$ cat src/rtl/trv_pkg.sv
// shared types, constants and round function for the trivium stream cipher
package trv_pkg;

    localparam int STATE_WORDS  = 10;
    localparam int WORD_W       = 32;
    localparam int WARM_ROUNDS  = 4 * 9;
    localparam int WARM_CNT_W   = $clog2(WARM_ROUNDS);
    localparam logic [7:0] IV_CONST = 8'h70;
    localparam int MAX_BYTES    = 10;

    localparam logic [2:0] CFG_KEY_LOW   = 3'd0;
    localparam logic [2:0] CFG_KEY_HIGH  = 3'd1;
    localparam logic [2:0] CFG_IV_LOW    = 3'd2;
    localparam logic [2:0] CFG_IV_HIGH   = 3'd3;
    localparam logic [2:0] CFG_KEY_BYTES = 3'd4;
    localparam logic [2:0] CFG_IV_BYTES  = 3'd5;

    localparam logic OP_INIT = 1'b0;
    localparam logic OP_DATA = 1'b1;

    typedef logic [STATE_WORDS-1:0][WORD_W-1:0] t_state;

    typedef struct packed {
        t_state            state;
        logic [WORD_W-1:0] z;
    } t_round;

    // controller to datapath commands
    typedef struct packed {
        logic load_init;
        logic run_data;
        logic run_warm;
        logic set_init_out;
    } t_cmd;

    // 32 state bits ending at register position b, base is the position of lo bit 0
    function automatic logic [WORD_W-1:0] tap(input logic [WORD_W-1:0] hi,
                                              input logic [WORD_W-1:0] lo,
                                              input int unsigned base,
                                              input int unsigned b);
        logic [2*WORD_W-1:0] cat;
        cat = {hi, lo} >> (b - base);
        return cat[WORD_W-1:0];
    endfunction

    // 32 rounds in parallel
    function automatic t_round rounds32(input t_state s);
        t_round r;
        logic [WORD_W-1:0] t1, t2, t3;
        t1 = tap(s[2], s[1], 64, 66) ^ tap(s[2], s[1], 64, 93);
        t2 = tap(s[5], s[4], 64, 69) ^ tap(s[5], s[4], 64, 84);
        t3 = tap(s[8], s[7], 64, 66) ^ tap(s[9], s[8], 96, 111);
        r.z = t1 ^ t2 ^ t3;
        t1 = t1 ^ (tap(s[2], s[1], 64, 91) & tap(s[2], s[1], 64, 92))
                ^ tap(s[5], s[4], 64, 78);
        t2 = t2 ^ (tap(s[5], s[4], 64, 82) & tap(s[5], s[4], 64, 83))
                ^ tap(s[8], s[7], 64, 87);
        t3 = t3 ^ (tap(s[9], s[8], 96, 109) & tap(s[9], s[8], 96, 110))
                ^ tap(s[2], s[1], 64, 69);
        r.state    = s;
        r.state[2] = s[1];
        r.state[1] = s[0];
        r.state[0] = t3;
        r.state[5] = s[4];
        r.state[4] = s[3];
        r.state[3] = t1;
        r.state[9] = s[8];
        r.state[8] = s[7];
        r.state[7] = s[6];
        r.state[6] = t2;
        return r;
    endfunction

    // 80-bit value with bytes at and above len cleared, as 96 bits
    function automatic logic [3*WORD_W-1:0] load80(input logic [63:0] lo,
                                                  input logic [15:0] hi,
                                                  input logic [3:0]  len);
        logic [79:0] v;
        logic [79:0] m;
        v = {hi, lo};
        for (int i = 0; i < MAX_BYTES; i++) begin
            m[8*i +: 8] = (len > 4'(i)) ? 8'hFF : 8'h00;
        end
        return {16'h0000, v & m};
    endfunction

    function automatic logic [WORD_W-1:0] byte_mask(input logic [2:0] cnt);
        logic [WORD_W-1:0] m;
        case (cnt)
            3'd0:    m = 32'h0000_0000;
            3'd1:    m = 32'h0000_00FF;
            3'd2:    m = 32'h0000_FFFF;
            3'd3:    m = 32'h00FF_FFFF;
            default: m = 32'hFFFF_FFFF;
        endcase
        return m;
    endfunction

endpackage

$ cat src/rtl/trv_datapath.sv
// trivium state, configuration registers and result register
module trv_datapath import trv_pkg::*; (
    input  logic        i_clk,
    input  logic        i_rst_n,
    input  t_cmd        i_cmd,
    input  logic        i_cfg_we,
    input  logic [2:0]  i_cfg_index,
    input  logic [63:0] i_cfg_data,
    input  logic [31:0] i_data_word,
    input  logic [2:0]  i_byte_count,
    output logic [31:0] o_result_word,
    output logic        o_init_done
);

    t_state      r_state, n_state;
    logic [63:0] r_key_low, r_iv_low;
    logic [15:0] r_key_high, r_iv_high;
    logic [3:0]  r_key_bytes, r_iv_bytes;
    logic [31:0] r_result, n_result;
    logic        r_init_done, n_init_done;

    t_round             w_round;
    logic [3*WORD_W-1:0] w_key;
    logic [3*WORD_W-1:0] w_iv;

    assign w_round = rounds32(r_state);
    assign w_key   = load80(r_key_low, r_key_high, r_key_bytes);
    assign w_iv    = load80(r_iv_low, r_iv_high, r_iv_bytes);

    always_comb begin
        n_state     = r_state;
        n_result    = r_result;
        n_init_done = r_init_done;
        if (i_cmd.load_init) begin
            n_state[0] = w_key[31:0];
            n_state[1] = w_key[63:32];
            n_state[2] = w_key[95:64];
            n_state[3] = w_iv[31:0];
            n_state[4] = w_iv[63:32];
            n_state[5] = w_iv[95:64];
            n_state[6] = '0;
            n_state[7] = '0;
            n_state[8] = '0;
            n_state[9] = {16'h0000, IV_CONST, 8'h00};
        end else if (i_cmd.run_warm) begin
            n_state = w_round.state;
        end else if (i_cmd.run_data) begin
            if (i_byte_count != 3'd0) begin
                n_state = w_round.state;
            end
            n_result    = (i_data_word ^ w_round.z) & byte_mask(i_byte_count);
            n_init_done = 1'b0;
        end
        if (i_cmd.set_init_out) begin
            n_result    = '0;
            n_init_done = 1'b1;
        end
    end

    always_ff @(posedge i_clk) begin
        if (!i_rst_n) begin
            r_state     <= '0;
            r_key_low   <= '0;
            r_key_high  <= '0;
            r_iv_low    <= '0;
            r_iv_high   <= '0;
            r_key_bytes <= 4'(MAX_BYTES);
            r_iv_bytes  <= 4'(MAX_BYTES);
        end else begin
            r_state <= n_state;
            if (i_cfg_we) begin
                case (i_cfg_index)
                    CFG_KEY_LOW:   r_key_low   <= i_cfg_data;
                    CFG_KEY_HIGH:  r_key_high  <= i_cfg_data[15:0];
                    CFG_IV_LOW:    r_iv_low    <= i_cfg_data;
                    CFG_IV_HIGH:   r_iv_high   <= i_cfg_data[15:0];
                    CFG_KEY_BYTES: r_key_bytes <= i_cfg_data[3:0];
                    CFG_IV_BYTES:  r_iv_bytes  <= i_cfg_data[3:0];
                    default: ;
                endcase
            end
        end
    end

    always_ff @(posedge i_clk) begin
        r_result    <= n_result;
        r_init_done <= n_init_done;
    end

    assign o_result_word = r_result;
    assign o_init_done   = r_init_done;

endmodule

$ cat src/rtl/trv_ctrl.sv
// request sequencing: accept, warm-up count and result handshake
module trv_ctrl import trv_pkg::*; (
    input  logic i_clk,
    input  logic i_rst_n,
    input  logic i_in_valid,
    input  logic i_opcode,
    input  logic i_out_stall,
    output logic o_in_stall,
    output logic o_out_valid,
    output t_cmd o_cmd
);

    localparam logic [1:0] ST_IDLE = 2'd0;
    localparam logic [1:0] ST_WARM = 2'd1;
    localparam logic [1:0] ST_DONE = 2'd2;

    logic [1:0]            r_state, n_state;
    logic [WARM_CNT_W-1:0] r_count, n_count;
    logic                  r_out_valid, n_out_valid;
    logic                  w_slot_free;
    logic                  w_accept;

    assign w_slot_free = !r_out_valid || !i_out_stall;
    assign o_in_stall  = !(r_state == ST_IDLE && w_slot_free);
    assign w_accept    = i_in_valid && !o_in_stall;

    always_comb begin
        n_state     = r_state;
        n_count     = r_count;
        n_out_valid = r_out_valid && i_out_stall;
        o_cmd       = '0;
        case (r_state)
            ST_IDLE: begin
                if (w_accept) begin
                    if (i_opcode == OP_INIT) begin
                        o_cmd.load_init = 1'b1;
                        n_count         = '0;
                        n_state         = ST_WARM;
                    end else begin
                        o_cmd.run_data = 1'b1;
                        n_out_valid    = 1'b1;
                    end
                end
            end
            ST_WARM: begin
                o_cmd.run_warm = 1'b1;
                n_count        = r_count + 1'b1;
                if (r_count == WARM_CNT_W'(WARM_ROUNDS - 1)) begin
                    n_state = ST_DONE;
                end
            end
            ST_DONE: begin
                if (w_slot_free) begin
                    o_cmd.set_init_out = 1'b1;
                    n_out_valid        = 1'b1;
                    n_state            = ST_IDLE;
                end
            end
            default: begin
                n_state = ST_IDLE;
            end
        endcase
    end

    always_ff @(posedge i_clk) begin
        if (!i_rst_n) begin
            r_state     <= ST_IDLE;
            r_count     <= '0;
            r_out_valid <= 1'b0;
        end else begin
            r_state     <= n_state;
            r_count     <= n_count;
            r_out_valid <= n_out_valid;
        end
    end

    assign o_out_valid = r_out_valid;

    // no new request while an init is in flight
    a_busy_stalls: assert property (@(posedge i_clk) disable iff (!i_rst_n)
        (r_state != ST_IDLE) |-> o_in_stall)
        else $error("request accepted while busy");

    a_count_range: assert property (@(posedge i_clk) disable iff (!i_rst_n)
        (r_state == ST_WARM) |-> (r_count < WARM_CNT_W'(WARM_ROUNDS)))
        else $error("warm-up count out of range");

    a_done_posts: assert property (@(posedge i_clk) disable iff (!i_rst_n)
        (r_state == ST_DONE && w_slot_free) |=> (r_state == ST_IDLE && r_out_valid))
        else $error("init result not posted");

    a_one_cmd: assert property (@(posedge i_clk) disable iff (!i_rst_n)
        $onehot0(o_cmd))
        else $error("conflicting datapath commands");

endmodule

$ cat src/rtl/trivium_stream_cipher.sv
// trivium stream cipher top level, 80-bit key and iv
// data request: result registered in the cycle after accept, one word per cycle
//   when the result side does not stall
// init request: load, then warm-up steps of 32 rounds each, then the result is
//   registered once the result side does not stall; no request taken meanwhile
// reset: synchronous active low, clears state, key and iv, lengths to ten
module trivium_stream_cipher import trv_pkg::*; (
    input  logic        i_clk,
    input  logic        i_rst_n,
    input  logic        i_cfg_we,
    input  logic [2:0]  i_cfg_index,
    input  logic [63:0] i_cfg_data,
    input  logic        i_in_valid,
    output logic        o_in_stall,
    input  logic        i_opcode,
    input  logic [31:0] i_data_word,
    input  logic [2:0]  i_byte_count,
    output logic        o_out_valid,
    input  logic        i_out_stall,
    output logic [31:0] o_result_word,
    output logic        o_init_done
);

    t_cmd w_cmd;

    trv_ctrl u_ctrl (
        .i_clk       (i_clk),
        .i_rst_n     (i_rst_n),
        .i_in_valid  (i_in_valid),
        .i_opcode    (i_opcode),
        .i_out_stall (i_out_stall),
        .o_in_stall  (o_in_stall),
        .o_out_valid (o_out_valid),
        .o_cmd       (w_cmd)
    );

    trv_datapath u_datapath (
        .i_clk         (i_clk),
        .i_rst_n       (i_rst_n),
        .i_cmd         (w_cmd),
        .i_cfg_we      (i_cfg_we),
        .i_cfg_index   (i_cfg_index),
        .i_cfg_data    (i_cfg_data),
        .i_data_word   (i_data_word),
        .i_byte_count  (i_byte_count),
        .o_result_word (o_result_word),
        .o_init_done   (o_init_done)
    );

endmodule
$ cat config.mk
export PLATFORM = sky130hd
export DESIGN_NAME = trivium_stream_cipher
export DESIGN_NICKNAME = d
export VERILOG_FILES = /design/src/rtl/trv_pkg.sv /design/src/rtl/trv_datapath.sv /design/src/rtl/trv_ctrl.sv /design/src/rtl/trivium_stream_cipher.sv
export SDC_FILE = /design/constraint.sdc
export NUM_CORES = 1
export LEC_CHECK = 0
export ABC_AREA = 0
export CAP_MARGIN = 20
export CORE_MARGIN = 10
export CORE_UTILIZATION = 35
export CTS_CLUSTER_SIZE = 10
export DETAILED_ROUTE_END_ITERATION = 6
export DONT_BUFFER_PORTS = 1
export RECOVER_POWER = 25
export SETUP_SLACK_MARGIN = 0.3
export SYNTH_ARGS = -nofsm -noshare
export SYNTH_HDL_FRONTEND = slang
export SYNTH_HIERARCHICAL = 1
export SYNTH_SLANG_ARGS = --single-unit
$ cat constraint.sdc
create_clock -name i_clk -period 4.7 [get_ports i_clk]
set_clock_uncertainty 0.15 [all_clocks]
set_input_delay 0.47 -clock i_clk [delete_from_list [all_inputs] [get_ports i_clk]]
set_output_delay 0.47 -clock i_clk [all_outputs]
set_load 0.1 [all_outputs]
* Yosys cells after proc, flatten, opt, wreduce, memory -nomap -nowiden
Cells that the tools add are included. Widths: inputs -> output; s select.
Word-level totals: bits of input ports 108, output and inout bits 35, flip-flop bits (word level) 498
Cells by class: muxes and demuxes 47, equal/unequal tests 15, bitwise operators 21, reduce and logical (&&, ||, !) cells 28, $add $sub $neg 1, order comparisons 20
Operator list (number):
- $mux 303 | 4
- $xor 32x32->32 | 12
- $and 80x80->80 | 2
- $mux 8 | 20
- $and 32x32->32 | 4
- $pmux 32 s4 | 1
- $mux 32 | 3
- $gt 4x3->1 const B | 8
- $gt 4x1->1 const B | 4
- $gt 4x2->1 const B | 4
- $gt 4x4->1 const B | 4
- $reduce_and 2->1 | 8
- $eq 3x2->1 const B | 4
- $mux 2 | 6
- $mux 6 | 2
- $pmux 6 s2 | 1
- $reduce_bool 3->1 | 3
- $mux 1 | 8
- $add 6x1->6 const B | 1
- $eq 3x1->1 const B | 2
- $eq 3x3->1 const B | 2
- $eq 6x6->1 const B | 1
- $logic_not 3->1 | 2
- $ne 2x1->1 const B | 3
- 14 further kinds | 23

* Longest topological paths before layout
word-level depth 10, depth in mapped cells 9, gate-level depth less buffers 6

* Modules after synthesis
The synthesis kept the hierarchy.
Modules (own cells, without submodules):
- trv_datapath | area an instance 22559.1 µm², times used 1, cells each 2583
- trv_ctrl | area an instance 465.4 µm², times used 1, cells each 53

* Worst setup path before layout
OpenSTA, ideal clock, no wires.
path type reg-to-reg, start reg u_ctrl.r_out_valid, in the netlist u_ctrl/o_out_valid, end reg u_datapath/r_state[18] in the netlist's numbering, slack 1460 ps, clock period less this slack 3240 ps, cell stages (with the launch flop) 9, arrival time 2967 ps, cell sequence dfxtp_1 -> a211o_1 -> nor3b_4 -> nor2_1 -> nand2_1 -> buf_2 -> clkbuf_1 -> o21ai_0 -> nor2_1
RTL lines:
- from (decl) | line trv_ctrl.sv:19 | logic r_out_valid, n_out_valid;
- from (signal assigned) | line trv_ctrl.sv:73 | r_out_valid <= n_out_valid;
- to (signal assigned) | line trv_datapath.sv:70 | r_state <= n_state;
- to (decl) | line trv_datapath.sv:15 | t_state r_state, n_state;

* Final worst setup path
start in i_cfg_we, end reg u_datapath.r_key_low[26]
On the way: cells in the longest elaborated chain, start to end 1
RTL lines:
- from (decl) | line trivium_stream_cipher.sv:10 | input logic i_cfg_we,
- $reduce_and 2->1 (no source line)
- to (signal assigned) | line trv_datapath.sv:73 | CFG_KEY_LOW: r_key_low <= i_cfg_data;
- to (decl) | line trv_datapath.sv:16 | logic [63:0] r_key_low, r_iv_low;
No other way between the ends. A chain may end at the register's enable or synchronous reset.

==> summary.md <==
| Metric | Value |
|---|---|
| Fillers | 6,396 |
| Post-DP HPWL | 58,800 um |
| Setup violations, final | 0 |
| Layout net count | 2,706 |
| Share of the synthesized area in the top cell type | 43.3% |
| Library cells used by synthesis | 52 |
| Synth warn | 6 |
| DR DRC count | 0 |
| Layout Area Growth over Synthesis | 11.7% |
| Setup CP Type | in2reg |
| Detail Route Antenna Nets | 0 |
| Hold Path Class | in2reg |
| Longest Clk Path Bufs | 3 |
| Worst Path Max Fanout | 41 |
| Synth Area in Compound Gates | 18.6% |
| Flops & latches, synth | 498 |
| Max IR drop VDD | 273 uV |
| Die X | 276 um |
| CP required | 5.10 ns |
| Ports | 143 |
| Initial antenna violation count | 7 |
| First-pass iteration count of the detailed router | 6 |
| Worst EP arrival | 3.98 ns |
| Dominant synthesized flop cell | dfxtp_1 |
| Failing checks | max-capacitance violations, max-slew violations |
| PwrDens | 463 mW/mm^2 |
| CTS tree | yes |
| RSZ-0062 raised after global routing | no |
| CTS Sinks | 498 |
| Total GRT Usage | 20.1% |
| Via count | 19.1k |
| Gate Count Post-Synth | 2,636 |
| Worst-Margin Slew | 2.87 ns |
| Area of the multi-input gates | 0.0121 sq mm |
| Cell area after synthesis | 0.0230 sq mm |
| Ratio of cells with drive above 1 in the final layout | 6.10% |
| Number of global-route vias before repair | 18.0k |
| Core Area | 0.0648 sq mm |
| Crit path time final | 3.58 ns |
| DRT iter0 DRCs | 1,923 |
| Skew-Pair Late Insertion Delay | 0.63 ns |
| Drt total wl | 81,300 um |
| Clock root cell | clkbuf_16 |
| Largest area contributor in the netlist | dfxtp_1 |
| CP Launch Type | primary input |
| Post-CTS sizing | 0 |
| Commonest cells after routing, fill and taps aside | 645 x nand2_1, 498 x dfxtp_1, 262 x a21oi_1 |
| Post-Synth Adder-Cell Area | 0.0543% |
| Final Max Slew Viols | 77 |
| PortBufs | 0 |
| Mux contribution to synthesized area | 0.304% |
| Syn avg cell area | 8.73 sq um |
| Overflow after GRT | 0 |
| Hold_buf cts | 68 |
| Avg WL per Cell | 23.4 um |
| Leak pwr | 9.44 nW |
| H-Tree Depth | 2 |
| CP Capture Type | flop |
| Die area | 0.0764 sq mm |
| Finished Cell Area | 0.0257 sq mm |
| FF/Latch Area | 0.00997 sq mm |
| Final Hold Fails | 0 |
| Max-Slew Margin vs Limit | -91.5% |
| Register area share after synthesis | 43.3% |
| Setup TNS after final layout | 0 ns |
| Period utilization | 76.1% |
| Most common cell after layout, fill and taps aside | nand2_1 |
| Vias per cell | 5.50 |
| Die height | 276 um |
| Post-synthesis simple-gate area fraction | 17.1% |
| GP Congestion | 0.928 |
| CTS buffer count | 56 |
| Worst-path clk slew | 0.06 ns |
| Initial core utilization | 35.5% |
| Largest family of logic cells by synthesized area | compound AO/OA/AOI/OAI gates |
| Largest net degree at the start of global routing | 160 |
| Number of synthesized flops with an enable pin | 0 |
| Setup bufs post-CTS | 0 |
| Num rows | 93 |
| Max-Cap Viols | 2 |
| Xor/xnor share of the synthesized area | 16.3% |
| Status | finished, violations left |
| Fraction of registers with async set/reset | 0% |
| Top cells by area, synth | dfxtp_1 43%, nand2_1 11%, xnor2_1 7.2% |
| Fmax | 0.279 GHz |
| Post-Place Cell Area | 0.0235 sq mm |
| Mapped Nets | 2,745 |
| First-pass GRT wire length | 119,000 um |
==> worst max-delay path, cell delays in order <==
cell,delay (ns)
nor2b_1,0.36
and2_0,2.16
clkbuf_1,0.68
nand2_1,0.13
a21oi_1,0.16
==> where the power goes <==
group / internal (mW) / total, mW / switching, mW
combinational: 0.989 / 2.15 / 1.16
clock: 2.18 / 3.90 / 1.72
sequential: 4.58 / 5.84 / 1.26
==> per-layer routing <==
| layer | GRT usage (%) | vias to the layer above | wire, um |
|---|---|---|---|
| met4 | 8.80 | 4 | 3550 |
| met1 | 25.9 | 9264 | 34400 |
| li1 | - | 8909 | - |
| met3 | 3.46 | 168 | 5920 |
| met5 | 0 | - | 26 |
| met2 | 32.6 | 738 | 37400 |
==> cell usage after synthesis (all sizes together), types with 2 or more instances <==
cell type	number
and2	5
a21oi	268
a211oi	64
xor2	67
nand2	648
nor2	198
inv	4
a31oi	5
a221oi	112
nand4b	3
nand2b	2
buf	85
nand3	8
o21ai	127
nor2b	4
xor3	33
xnor3	31
nand3b	2
xnor2	190
a21o	3
a22o	24
clkbuf	110
nor3	57
nor3b	3
dfxtp	498
mux2i	7
and3	36
a21boi	31
==> kinds of logic after synthesis <==
family	after synthesis
AO/OA/AOI/OAI	639
XOR/XNOR	321
adder cells (fa/ha/maj)	1
buffers and inverters	200
flip-flops	498
multiplexers	7
AND/OR/NAND/NOR	970
==> state kept, by name (all words and copies together), names as in the netlist <==
signal / flops
u_datapath/o_result_word: 32
u_ctrl/o_out_valid: 1
u_datapath/r_iv_high: 16
u_datapath/r_key_high: 16
u_datapath/o_init_done: 1
u_datapath/r_key_low: 64
u_datapath/r_iv_low: 64
u_ctrl/r_count: 6
u_datapath/r_key_bytes: 4
u_datapath/r_iv_bytes: 4
u_datapath/r_state: 288
u_ctrl/r_state: 2
==> metrics by stage <==
stage	hold WS [ns]	utilization [%]	worst slack, ns	power (mW)	std cells
after CTS	0.000167	39.7	1.41	11.9	3463
after detailed placement	0.295	36.3	1.43	7.96	3326
final	0.0120	39.7	1.12	11.9	3469
after floorplan	0.280	-	1.46	7.31	2636
after global routing	0.0347	39.7	0.850	12.3	3468
after global placement	0.290	36.3	1.52	7.92	3326
==> final cells by class <==
cell class	count	area share, %
inverter	5	0.112
clock inverter	2	0.151
antenna	6	0.0584
timing repair buffer	98	3.93
tap	855	4.16
clock buffer	67	5.77
multi-input combinational	1938	47.1
sequential	498	38.8
==> path summary, 6_finish.rpt <==
| check | slack [ns] | from | endpoint | depth (start not counted) |
|---|---|---|---|---|
| worst min register to register | 0.29 | u_datapath/r_state[210] | u_datapath/r_state[242] | 2 |
| worst max register to register | 1.40 | u_ctrl/o_out_valid | u_datapath/r_state[29] | 9 |
| worst min-delay path | 0.01 | i_data_word[31] | u_datapath/o_result_word[31] | 3 |
| worst max-delay path | 1.12 | i_cfg_we | u_datapath/r_key_low[26] | 5 |
No activity file was read; power rests on OpenSTA's default activity.
